`src/rtl/core/stbs_ram.sv`:
```
// Generic single-port synchronous RAM with registered read data.
module stbs_ram #(
   parameter int WIDTH = 8,
   parameter int DEPTH = 16
) (
   input  logic                     clock,
   input  logic                     wr_en,
   input  logic [$clog2(DEPTH)-1:0] addr,
   input  logic [WIDTH-1:0]         wr_data,
   output logic [WIDTH-1:0]         rd_data
);

   logic [WIDTH-1:0] mem [DEPTH];
   logic [WIDTH-1:0] rd_data_ff;

   always_ff @(posedge clock) begin
      if (wr_en) begin
         mem[addr] <= wr_data;
      end
      rd_data_ff <= mem[addr];
   end

   assign rd_data = rd_data_ff;

endmodule

```
`config.mk`:
```
export PLATFORM = sky130hd
export DESIGN_NAME = stbs_ram
export DESIGN_NICKNAME = d
export VERILOG_FILES = /design/src/rtl/core/stbs_ram.sv
export SDC_FILE = /design/constraint.sdc
export NUM_CORES = 1
export LEC_CHECK = 0
export BUFFER_PORTS_ARGS = -buffer_cell sky130_fd_sc_hd__buf_4
export CORE_MARGIN = 1
export CORE_UTILIZATION = 54
export DETAILED_ROUTE_END_ITERATION = 10
export GPL_TIMING_DRIVEN = 0
export PLACE_DENSITY = 0.71
export SYNTH_ARGS = -nofsm -noshare
export SYNTH_HDL_FRONTEND = slang
export SYNTH_SLANG_ARGS = --single-unit
```
`constraint.sdc`:
```
create_clock -name clock -period 2.5 [get_ports clock]
set_clock_uncertainty 0.1 [all_clocks]
set_input_delay 0.625 -clock clock [delete_from_list [all_inputs] [get_ports clock]]
set_output_delay 0.625 -clock clock [all_outputs]
set_load 0.1 [all_outputs]
```
Word level (Yosys, flattened, before mapping) --
Memories as Yosys holds them, arrays and structs flattened. A register that Yosys moved wholly into a read port is not among the register bits. Index checks and enable logic that the tools add are counted.
Operators by class: multiplexer cells 2
Operators by type and width (count):
- 2-to-1 mux 1 bit | 2
Storage, ports and cells: flip-flop bits (word level) 0, memory bits (writable) 128, input port bits 14, output and inout bits 8, logic and storage cells 3, memories kept 1
Memories:
- mem | words 16, bits a word 8, rd ports 1, clocked after Yosys merged registers in 1, wr ports 1, line 13 | logic [WIDTH-1:0] mem [DEPTH];

Logic depth before layout (Yosys ltp) --
Gate-level depths: netlist of run 1.
depth in word-level cells 2, gate-level depth with buffers 5, mapped depth without buffers 3

Worst setup path after synthesis of run 1 --
Ideal clock, no wire load.
path kind input to register, from in addr[2], to mem mem[0][0], enable pin, setup time 383 ps, data arrival time 1735 ps, data required time 2017 ps, path slack 282 ps, cell stages on the path 2, buffers on the path 0, cell sequence or3b_2 -> nor3_1
RTL lines:
- start: declaration | line 8 | input logic [$clog2(DEPTH)-1:0] addr,
- end: declaration | line 13
Straight into the memory's write port.

Worst setup path in the final report of run 1 --
from in addr[2], to mem mem[0][1], enable pin
Straight into the memory's write port.

==> load_flow_metrics.sql, run 1 <==
INSERT INTO impl_metrics (metric_group, metric, value, unit) VALUES
('setup_path', 'reg2reg_depth', '3', ''),
('layout', 'filler_cell_count', '516', ''),
('clocking', 'later_pin_clock_latency_in_the_skew_report', '0.52', 'ns'),
('layout', 'layout.area.seq', '4004', 'um^2'),
('synthesis', 'post_synth.cell_area_avg', '22.03', 'um^2'),
('clocking', 'clkTransAtPathRegs', '0.06', 'ns'),
('place', 'placed_cell_area', '5345', 'um^2'),
('global_routing', 'grt_pass1_vias', '2457', ''),
('routing', 'num_vias', '2414', ''),
('setup_path', 'worstSetupPathType', 'in -> reg', ''),
('run_status', 'outcome', 'completed', ''),
('layout', 'layout.core_utilization', '66.89', '%'),
('layout', 'insertedDiodeCount', '0', ''),
('synthesis', 'postSynthRegisterBits', '136', ''),
('layout', 'post-route-cell-area', '5947', 'um^2'),
('sta', 'highest_clock_rate', '443.3', 'MHz'),
('global_routing', 'pin_count_of_the_biggest_net_entering_global_routing', '17', ''),
('floorplan', 'num_rows', '34', ''),
('global_routing', 'grt_pass1_wl', '14.95', 'mm'),
('clocking', 'clock_path_buffers', '2', ''),
('layout', 'most-common-layout-cells', 'edfxtp_1, mux4_2, buf_4', ''),
('floorplan', 'die_w', '98.87', 'um'),
('sta', 'final.setup.tns', '0', 'ns'),
('power', 'ir_worst_vdd', '0.0005693', 'V'),
('sta', 'layout_min_cycle_time', '2.256', 'ns'),
('setup_path', 'crit_required', '2.53', 'ns'),
('floorplan', 'ios', '22', ''),
('power', 'power.total', '5.420', 'mW'),
('power', 'power_frac_clock', '46.0', '%'),
('layout', 'final-instance-count-excl-fill', '389', ''),
('place', 'numPlacedInstances', '357', ''),
('routing', 'avgRoutedWirePerCell', '25.26', 'um'),
('clocking', 'post-cts-setup-buffer-count', '0', ''),
('power', 'intPower', '4.273', 'mW'),
('power', 'p_sw_share', '21.16', '%'),
('clocking', 'clockRootBuffer', 'clkbuf_8', ''),
('routing', 'dr.first_iter.drc_count', '196', ''),
('power', 'p_seq_share', '47.3', '%'),
('setup_path', 'worst_setup_path_start_kind', 'input pin', ''),
('routing', 'total_wirelength_of_the_detailed_routed_design', '9.827', 'mm'),
('synthesis', 'post_synth_num_cell_types', '18', ''),
('routing', 'drc_errors', '0', ''),
('setup_path', 'arrival', '2.28', 'ns'),
('global_routing', 'antenna_found_initial', '0', ''),
('sta', 'slew_of_the_pin_with_the_lowest_slew_margin', '1.326', 'ns'),
('power', 'total_switching_power', '1.147', 'mW'),
('global_routing', 'groute.usage.overall', '22.60', '%'),
('power', 'share_comb_of_total_power', '6.7', '%'),
('sta', 'endpoints_failing_setup', '0', ''),
('setup_path', 'setup.worst_path.end_class', 'register', ''),
('synthesis', 'synth.net_count', '244', ''),
('floorplan', 'start_util', '56.99', '%'),
('routing', 'drt_pre_antenna_iters', '6', ''),
('sta', 'finalMaxSlewViolations', '0', ''),
('clocking', 'cts.htree.levels', '4', ''),
('power', 'p_per_area', '911.4', 'nW/um^2'),
('layout', 'multi_input_comb_area', '1003', 'um^2'),
('sta', 'hold_viol', '0', ''),
('clocking', 'postCtsResizedCells', '0', ''),
('clocking', 'count_of_hold_buffers_inserted_by_post_cts_repair', '0', ''),
('place', 'port_buffers', '19', ''),
('synthesis', 'seq_area_frac_synth', '79.01', '%'),
('routing', 'remaining_antenna_violation_count_after_routing', '0', ''),
('power', 'p_leak', '1.943', 'nW'),
('synthesis', 'synthesis.instances', '230', ''),
('flow_run', 'cap_viol_max_count', '0', ''),
('routing', 'routed_via_density', '6.206', ''),
('global_routing', 'remaining_overflow_grt', '0', ''),
('min_path', 'class_of_the_tightest_hold_or_removal_check', 'in -> reg', ''),
('clocking', 'cts_sinks', '136', ''),
('floorplan', 'fp.dieArea', '9775', 'um^2');
power by group through the flow:
| stage | combinational, mW | clock [mW] | sequential (mW) |
|---|---|---|---|
| after global placement | 0.354 | 0 | 2.61 |
| after detailed placement | 0.362 | 0 | 2.61 |
| final | 0.363 | 2.49 | 2.57 |
| after floorplan | 0.131 | 0 | 2.72 |
| after global routing | 0.380 | 2.61 | 2.57 |
| after CTS | 0.364 | 2.51 | 2.57 |
cell type report:
| class | count | share of cell area [%] |
|---|---|---|
| Buffer | 11 | 1.010 |
| Clock buffer | 19 | 7.090 |
| Clock inverter | 13 | 3.030 |
| Multi-Input combinational cell | 83 | 16.87 |
| Sequential cell | 136 | 67.33 |
| Tap cell | 108 | 2.272 |
| Timing Repair Buffer | 19 | 2.398 |
cells by family (layout without fill, tap and decap cells):
kind of cell           after synthesis  count (layout)  share of synthesized area (%)
buffers and inverters               11              62                          1.185
and+or+nand+nor                     35              35                          3.210
DFF                                136             136                          79.01
AOI/OAI and AO/OA                   16              16                          2.370
muxes                               32              32                          14.22
metrics by stage:
step	hold slack (ns)	setup slack, ns
2_1_floorplan	0.5349	0.2820
3_3_place_gp	0.5708	-0.2752
3_5_place_dp	0.5792	-0.2763
4_1_cts	0.3162	0.2680
5_1_grt	0.3315	0.1673
6_report	0.3342	0.2440
sequential cells by signal, indices dropped and copies added (netlist names):
name and count:
mem 128, rd_data 8
critical path, cell delays in order:
cell and delay (ns):
buf_4 0.14, or3b_2 0.50, nor3_1 1.01
layer usage:
| metal | routed length, um | track usage (%) | up-vias |
|---|---|---|---|
| met5 | 0 | 0 | - |
| met3 | 849 | 4.965 | 15 |
| met1 | 3880 | 31.40 | 1240 |
| met4 | 208 | 11.25 | 0 |
| li1 | - | - | 1038 |
| met2 | 4889 | 34.43 | 121 |
cell usage after synthesis, drive strengths merged:
master    n  area [um^2]
clkbuf    3        12.51
nand2     9        33.78
nand2b    2        12.51
dfxtp     8        160.2
buf       8        47.54
and2      1        6.260
a22oi    16        120.1
nor3      4        20.02
nand3     1        5.000
nand3b    2        15.01
nor2     13        48.80
edfxtp  128         3844
nor2b     2        12.51
mux4     32        720.7
or3b      1        8.760
final timing paths:
check | from | to | slack, ns
worst max-delay path | addr[2] | mem[0][1]$_DFFE_PP_ | 0.24
worst max register to register | mem[8][4]$_DFFE_PP_ | rd_data[4]$_DFF_P_ | 0.98
worst min-delay path | wr_data[3] | mem[1][3]$_DFFE_PP_ | 0.33
worst min register to register | mem[10][5]$_DFFE_PP_ | rd_data[5]$_DFF_P_ | 0.59
No activity file was read; power rests on OpenSTA's default activity.
==> run 2: changes to the inputs <==
--- a/config.mk
+++ b/config.mk
@@ -11,6 +11,7 @@
 export DETAILED_ROUTE_END_ITERATION = 10
 export GPL_TIMING_DRIVEN = 0
 export PLACE_DENSITY = 0.71
+export REMOVE_ABC_BUFFERS = 1
 export SYNTH_ARGS = -nofsm -noshare
 export SYNTH_HDL_FRONTEND = slang
 export SYNTH_SLANG_ARGS = --single-unit
==> load_flow_metrics.sql, run 2 (synthesis results as in run 1) <==
INSERT INTO impl_metrics (metric_group, metric, value, unit) VALUES
('run_status', 'outcome', 'completed', ''),
('setup_path', 'worst-path-buf-inv', '1', ''),
('routing', 'routed_via_density', '6.142', ''),
('place', 'gp_congestion', '0.8218', ''),
('clocking', 'clkTransAtPathRegs', '0.06', 'ns'),
('setup_path', 'crit_path_cell_trace', 'buf_4 > or3b_2 > nor3_1', ''),
('layout', 'multi_input_comb_area', '1003', 'um^2'),
('clocking', 'count_of_hold_buffers_inserted_by_post_cts_repair', '0', ''),
('clocking', 'cts.htree.levels', '4', ''),
('floorplan', 'die_w', '98.87', 'um'),
('place', 'preCtsSetupSlack', '-0.2938', 'ns'),
('sta', 'highest_clock_rate', '437.6', 'MHz'),
('layout', 'mostFrequentLayoutCell', 'edfxtp_1', ''),
('place', 'numPlacedInstances', '348', ''),
('routing', 'drt_pre_antenna_iters', '4', ''),
('place', 'port_buffers', '21', ''),
('sta', 'finalMaxSlewViolations', '0', ''),
('routing', 'drc_errors', '0', ''),
('clocking', 'clockRootBuffer', 'clkbuf_8', ''),
('routing', 'total_wirelength_of_the_detailed_routed_design', '9.274', 'mm'),
('sta', 'endpoints_failing_setup', '0', ''),
('setup_path', 'arrival', '2.31', 'ns'),
('layout', 'drive_gt1_share', '31.62', '%'),
('setup_path', 'crit_fanout', '8', ''),
('sta', 'period_share', '91.40', '%'),
('sta', 'finalWorstSetupSlack', '0.2150', 'ns'),
('global_routing', 'grt_pass1_wl', '13.93', 'mm'),
('clocking', 'post-cts-setup-buffer-count', '0', ''),
('layout', 'regMostFlops', 'mem', ''),
('place', 'post-dp-hpwl', '5.330', 'mm'),
('setup_path', 'worst_setup_path_start_kind', 'input pin', ''),
('layout', 'largest_reg_flops', '128', ''),
('clocking', 'clock_path_buffers', '2', ''),
('global_routing', 'grt_pass1_vias', '2396', ''),
('min_path', 'class_of_the_tightest_hold_or_removal_check', 'in -> reg', ''),
('floorplan', 'ios', '22', ''),
('routing', 'avgRoutedWirePerCell', '24.41', 'um'),
('setup_path', 'crit_required', '2.52', 'ns'),
('sta', 'layout_min_cycle_time', '2.285', 'ns'),
('floorplan', 'die_height', '98.87', 'um'),
('floorplan', 'fp.dieArea', '9775', 'um^2'),
('layout', 'layout.area.seq', '4004', 'um^2'),
('layout', 'filler_cell_count', '555', ''),
('sta', 'slew_of_the_pin_with_the_lowest_slew_margin', '1.325', 'ns'),
('sta', 'max_slew_headroom_at_the_worst_pin', '11.00', '%'),
('sta', 'rsz0062_at_grt', 'no', ''),
('power', 'ir_worst_vdd', '0.0004841', 'V'),
('floorplan', 'num_rows', '34', ''),
('setup_path', 'max_stage_delay', '1.02', 'ns'),
('setup_path', 'setup.worst_path.end_class', 'register', ''),
('layout', 'most-common-layout-cells', 'edfxtp_1, mux4_2, buf_4', ''),
('clocking', 'postCtsResizedCells', '0', ''),
('flow_run', 'cap_viol_max_count', '0', ''),
('clocking', 'later_pin_clock_latency_in_the_skew_report', '0.52', 'ns'),
('floorplan', 'start_util', '56.99', '%'),
('power', 'p_per_area', '912.0', 'nW/um^2'),
('layout', 'insertedDiodeCount', '0', ''),
('routing', 'dr.first_iter.drc_count', '235', ''),
('global_routing', 'remaining_overflow_grt', '0', ''),
('routing', 'remaining_antenna_violation_count_after_routing', '0', ''),
('global_routing', 'pin_count_of_the_biggest_net_entering_global_routing', '40', ''),
('clocking', 'tritoncts', 'done', ''),
('layout', 'nets', '273', ''),
('layout', 'final-instance-count-excl-fill', '380', ''),
('layout', 'area_growth', '16.22', '%'),
('routing', 'num_vias', '2334', ''),
('sta', 'hold_viol', '0', ''),
('floorplan', 'fp.coreArea', '8891', 'um^2'),
('setup_path', 'critical_path.top_delay_family', 'simple AND/OR/NAND/NOR gates', ''),
('setup_path', 'worstSetupPathType', 'in -> reg', ''),
('global_routing', 'antenna_found_initial', '0', ''),
('clocking', 'cts_sinks', '136', ''),
('power', 'p_leak', '1.915', 'nW'),
('global_routing', 'groute.usage.overall', '20.87', '%'),
('clocking', 'numCtsBuffers', '17', ''),
('setup_path', 'critical_path.slowest_cell', 'nor3_1', '');
[run 2: changes by cell type in the layout (fill, tap and decap cells not counted)]
cell	before	now
buf_2	2	0
clkinv_4	2	0
buf_4	19	21
clkinvlp_4	3	4
buf_6	2	0
bufinv_16	4	3
clkbuf_2	1	0
inv_6	0	4
buf_1	4	0
clkbuf_1	4	0
[run 2: worst reg2reg max path, delay by kind of cell (launching register included)]
kind	cells	cell delay, ns
muxes	1	0.50
DFF	1	0.39
AOI/OAI and AO/OA	1	0.31
and+or+nand+nor	1	0.09
[run 2: final cells by class]
class / count / share of cell area (%)
sequential: 136 / 67.98
clock inverter: 15 / 2.974
multi-input combinational: 83 / 17.04
timing repair buffer: 21 / 2.677
clock buffer: 17 / 7.032
tap: 108 / 2.294
[run 2: through the flow]
step	hold slack [ns]	util (%)	cell area, um^2	TNS, ns	total power, mW
finish	0.3347	66.24	5889	0	5.371
global placement	0.5832	59.61	5300	-9.124	2.954
floorplan	0.5349	-	5007	0	2.824
detailed placement	0.5769	59.61	5300	-12.00	2.963
CTS	0.3166	66.24	5889	0	5.400
global route	0.3301	66.24	5889	0	5.511
[run 2: path summary, 6_finish.rpt]
path | start | end | slack [ns] | cells after the start
setup / recovery | addr[2] | mem[0][3]$_DFFE_PP_ | 0.21 | 3
hold / removal | wr_data[5] | mem[8][5]$_DFFE_PP_ | 0.33 | 1
setup reg to reg | mem[14][6]$_DFFE_PP_ | rd_data[6]$_DFF_P_ | 0.98 | 3
hold reg to reg | mem[0][4]$_DFFE_PP_ | rd_data[4]$_DFF_P_ | 0.60 | 3
[run 2: routing by layer]
| metal | track usage [%] | wire (um) | vias up |
|---|---|---|---|
| met5 | 0 | 0 | - |
| met4 | 8.726 | 193 | 0 |
| met3 | 6.312 | 568 | 18 |
| met2 | 32.06 | 4553 | 92 |
| met1 | 28.23 | 3959 | 1200 |
| li1 | - | - | 1024 |
[run 2: where the power goes]
group	internal, mW	switching, mW
sequential	2.55	0.0146
clock	1.52	0.934
combinational	0.106	0.246
==> run 3: changes to the inputs <==
--- a/config.mk
+++ b/config.mk
@@ -6,11 +6,13 @@
 export NUM_CORES = 1
 export LEC_CHECK = 0
 export BUFFER_PORTS_ARGS = -buffer_cell sky130_fd_sc_hd__buf_4
+export CELL_PAD_IN_SITES_DETAIL_PLACEMENT = 2
+export CELL_PAD_IN_SITES_GLOBAL_PLACEMENT = 2
 export CORE_MARGIN = 1
-export CORE_UTILIZATION = 54
+export CORE_UTILIZATION = 48
 export DETAILED_ROUTE_END_ITERATION = 10
 export GPL_TIMING_DRIVEN = 0
-export PLACE_DENSITY = 0.71
+export PLACE_DENSITY_LB_ADDON = 0.1
 export REMOVE_ABC_BUFFERS = 1
 export SYNTH_ARGS = -nofsm -noshare
 export SYNTH_HDL_FRONTEND = slang
==> load_flow_metrics.sql, run 3 (synthesis results as in run 1) <==
INSERT INTO impl_metrics (metric_group, metric, value, unit) VALUES
('run_status', 'outcome', 'completed', ''),
('setup_path', 'critPathLaunch', 'addr[0]', ''),
('routing', 'remaining_antenna_violation_count_after_routing', '0', ''),
('setup_path', 'r2r_end', 'rd_data[6]$_DFF_P_', ''),
('sta', 'rsz0062_at_grt', 'no', ''),
('floorplan', 'start_util', '49.31', '%'),
('power', 'total_switching_power', '1.258', 'mW'),
('clocking', 'clkTransAtPathRegs', '0.07', 'ns'),
('clocking', 'clockRootBuffer', 'clkbuf_8', ''),
('global_routing', 'antenna_found_initial', '0', ''),
('setup_path', 'worst_setup_path_start_kind', 'input pin', ''),
('layout', 'area_growth', '16.62', '%'),
('setup_path', 'crit_required', '2.53', 'ns'),
('sta', 'hold_viol', '0', ''),
('global_routing', 'pin_count_of_the_biggest_net_entering_global_routing', '40', ''),
('setup_path', 'r2r-start', 'mem[0][6]$_DFFE_PP_', ''),
('flow_run', 'cap_viol_max_count', '0', ''),
('global_routing', 'grt_pass1_vias', '2768', ''),
('routing', 'drt_pre_antenna_iters', '5', ''),
('layout', 'largest_reg_flops', '128', ''),
('power', 'power_frac_clock', '44.1', '%'),
('place', 'gp_congestion', '0.6901', ''),
('floorplan', 'num_rows', '37', ''),
('sta', 'finalMaxSlewViolations', '0', ''),
('setup_path', 'reg2reg_slack', '0.90', 'ns'),
('global_routing', 'gr-usage-met2', '42.57', '%'),
('sta', 'endpoints_failing_setup', '0', ''),
('sta', 'slew_of_the_pin_with_the_lowest_slew_margin', '1.098', 'ns'),
('layout', 'drive_gt1_share', '32.00', '%'),
('power', 'power.total', '5.242', 'mW'),
('clocking', 'postCtsResizedCells', '0', ''),
('routing', 'dr.first_iter.drc_count', '185', ''),
('place', 'placed_cell_area', '5363', 'um^2'),
('global_routing', 'grtUsageMet3', '4.616', '%'),
('clocking', 'later_pin_clock_latency_in_the_skew_report', '0.52', 'ns'),
('clocking', 'cts.htree.levels', '4', ''),
('sta', 'period_share', '92.30', '%'),
('routing', 'avgRoutedWirePerCell', '30.06', 'um'),
('power', 'p_per_area', '887.0', 'nW/um^2'),
('layout', 'mostFrequentLayoutCell', 'edfxtp_1', ''),
('clocking', 'numCtsBuffers', '17', ''),
('floorplan', 'fp.dieArea', '10970', 'um^2'),
('global_routing', 'grt_pass1_wl', '18.33', 'mm'),
('setup_path', 'reg2reg_depth', '3', ''),
('layout', 'post-route-cell-area', '5909', 'um^2'),
('setup_path', 'worstSetupPathType', 'in -> reg', ''),
('sta', 'layout_min_cycle_time', '2.307', 'ns'),
('global_routing', 'groute.usage.overall', '24.76', '%'),
('routing', 'drc_errors', '0', ''),
('power', 'p_leak', '1.897', 'nW'),
('routing', 'total_wirelength_of_the_detailed_routed_design', '12.35', 'mm'),
('power', 'share_comb_of_total_power', '6.9', '%'),
('global_routing', 'grt_busiest_layer', 'met2', ''),
('layout', 'most-common-layout-cells', 'edfxtp_1, mux4_2, buf_4', ''),
('place', 'numPlacedInstances', '379', ''),
('place', 'port_buffers', '21', ''),
('clocking', 'count_of_hold_buffers_inserted_by_post_cts_repair', '0', ''),
('power', 'p_seq_share', '49.0', '%'),
('place', 'post-dp-hpwl', '7.283', 'mm'),
('power', 'intPower', '3.984', 'mW'),
('global_routing', 'grtUsageMet1', '32.45', '%'),
('setup_path', 'arrival', '2.34', 'ns'),
('layout', 'final-instance-count-excl-fill', '411', ''),
('global_routing', 'remaining_overflow_grt', '0', ''),
('floorplan', 'ios', '22', ''),
('setup_path', 'crit_fanout', '39', ''),
('setup_path', 'setup.worst_path.end_class', 'register', ''),
('sta', 'highest_clock_rate', '433.4', 'MHz'),
('layout', 'regMostFlops', 'mem', ''),
('sta', 'max_slew_headroom_at_the_worst_pin', '26.51', '%'),
('floorplan', 'die_height', '104.7', 'um'),
('routing', 'num_vias', '2455', ''),
('power', 'p_sw_share', '24.00', '%'),
('floorplan', 'fp.coreArea', '10280', 'um^2'),
('layout', 'filler_cell_count', '847', ''),
('routing', 'routed_via_density', '5.973', ''),
('clocking', 'clock_path_buffers', '2', ''),
('clocking', 'cts_sinks', '136', ''),
('layout', 'insertedDiodeCount', '0', ''),
('floorplan', 'die_w', '104.7', 'um'),
('min_path', 'class_of_the_tightest_hold_or_removal_check', 'in -> reg', ''),
('sta', 'holdWs', '0.3348', 'ns'),
('power', 'ir_worst_vdd', '0.0004414', 'V'),
('clocking', 'tritoncts', 'done', ''),
('setup_path', 'end_point_of_the_critical_path', 'mem[13][2]$_DFFE_PP_', ''),
('clocking', 'post-cts-setup-buffer-count', '0', ''),
('layout', 'nets', '276', '');
==> run 3: worst min-delay path by stage <==
stage                               from  depth (start not counted)  slack (ns)                    to
floorplan           mem[14][0]$_DFFE_PP_                          3        0.53    rd_data[0]$_DFF_P_
global placement    mem[15][4]$_DFFE_PP_                          3        0.56    rd_data[4]$_DFF_P_
detailed placement  mem[15][0]$_DFFE_PP_                          3        0.59    rd_data[0]$_DFF_P_
CTS                           wr_data[0]                          1        0.32   mem[9][0]$_DFFE_PP_
global route                  wr_data[0]                          1        0.32   mem[9][0]$_DFFE_PP_
finish                        wr_data[1]                          1        0.33  mem[12][1]$_DFFE_PP_
==> run 3: power by group through the flow <==
stage / Sequential (mW) / Combinational [mW] / Clock, mW
global placement: 2.61 / 0.346 / 0
floorplan: 2.72 / 0.105 / 0
detailed placement: 2.61 / 0.361 / 0
global route: 2.57 / 0.380 / 2.43
CTS: 2.57 / 0.366 / 2.35
finish: 2.57 / 0.363 / 2.31
==> run 3: layer usage <==
layer  wire, um  share of wire (%)
met1       5031                 41
met3        555                4.5
met2       6598                 53
met4        168                1.4
met5          0                  0
==> run 3: cell type report <==
type	instances	area (um^2)	share of cell area [%]
clock buffer	19	421.7	7.135
clock inverter	13	122.6	2.075
multi-input combinational	83	1011	17.11
sequential	136	4004	67.75
tap	136	170.2	2.880
timing repair buffer	24	180.2	3.049
==> run 3: stage by stage <==
stage | setup TNS, ns | util [%] | worst slack, ns
after floorplan | 0 | - | 0.2821
after global placement | -29.51 | 51.91 | -0.3990
after detailed placement | -23.33 | 52.18 | -0.3797
after CTS | 0 | 57.48 | 0.1312
after global routing | 0 | 57.50 | 0.0007407
final | 0 | 57.50 | 0.1926
==> run 3: critical path, stage by stage <==
cell      delay, ns
buf_4          0.57
nand2b_1       0.29
nor2_1         0.80
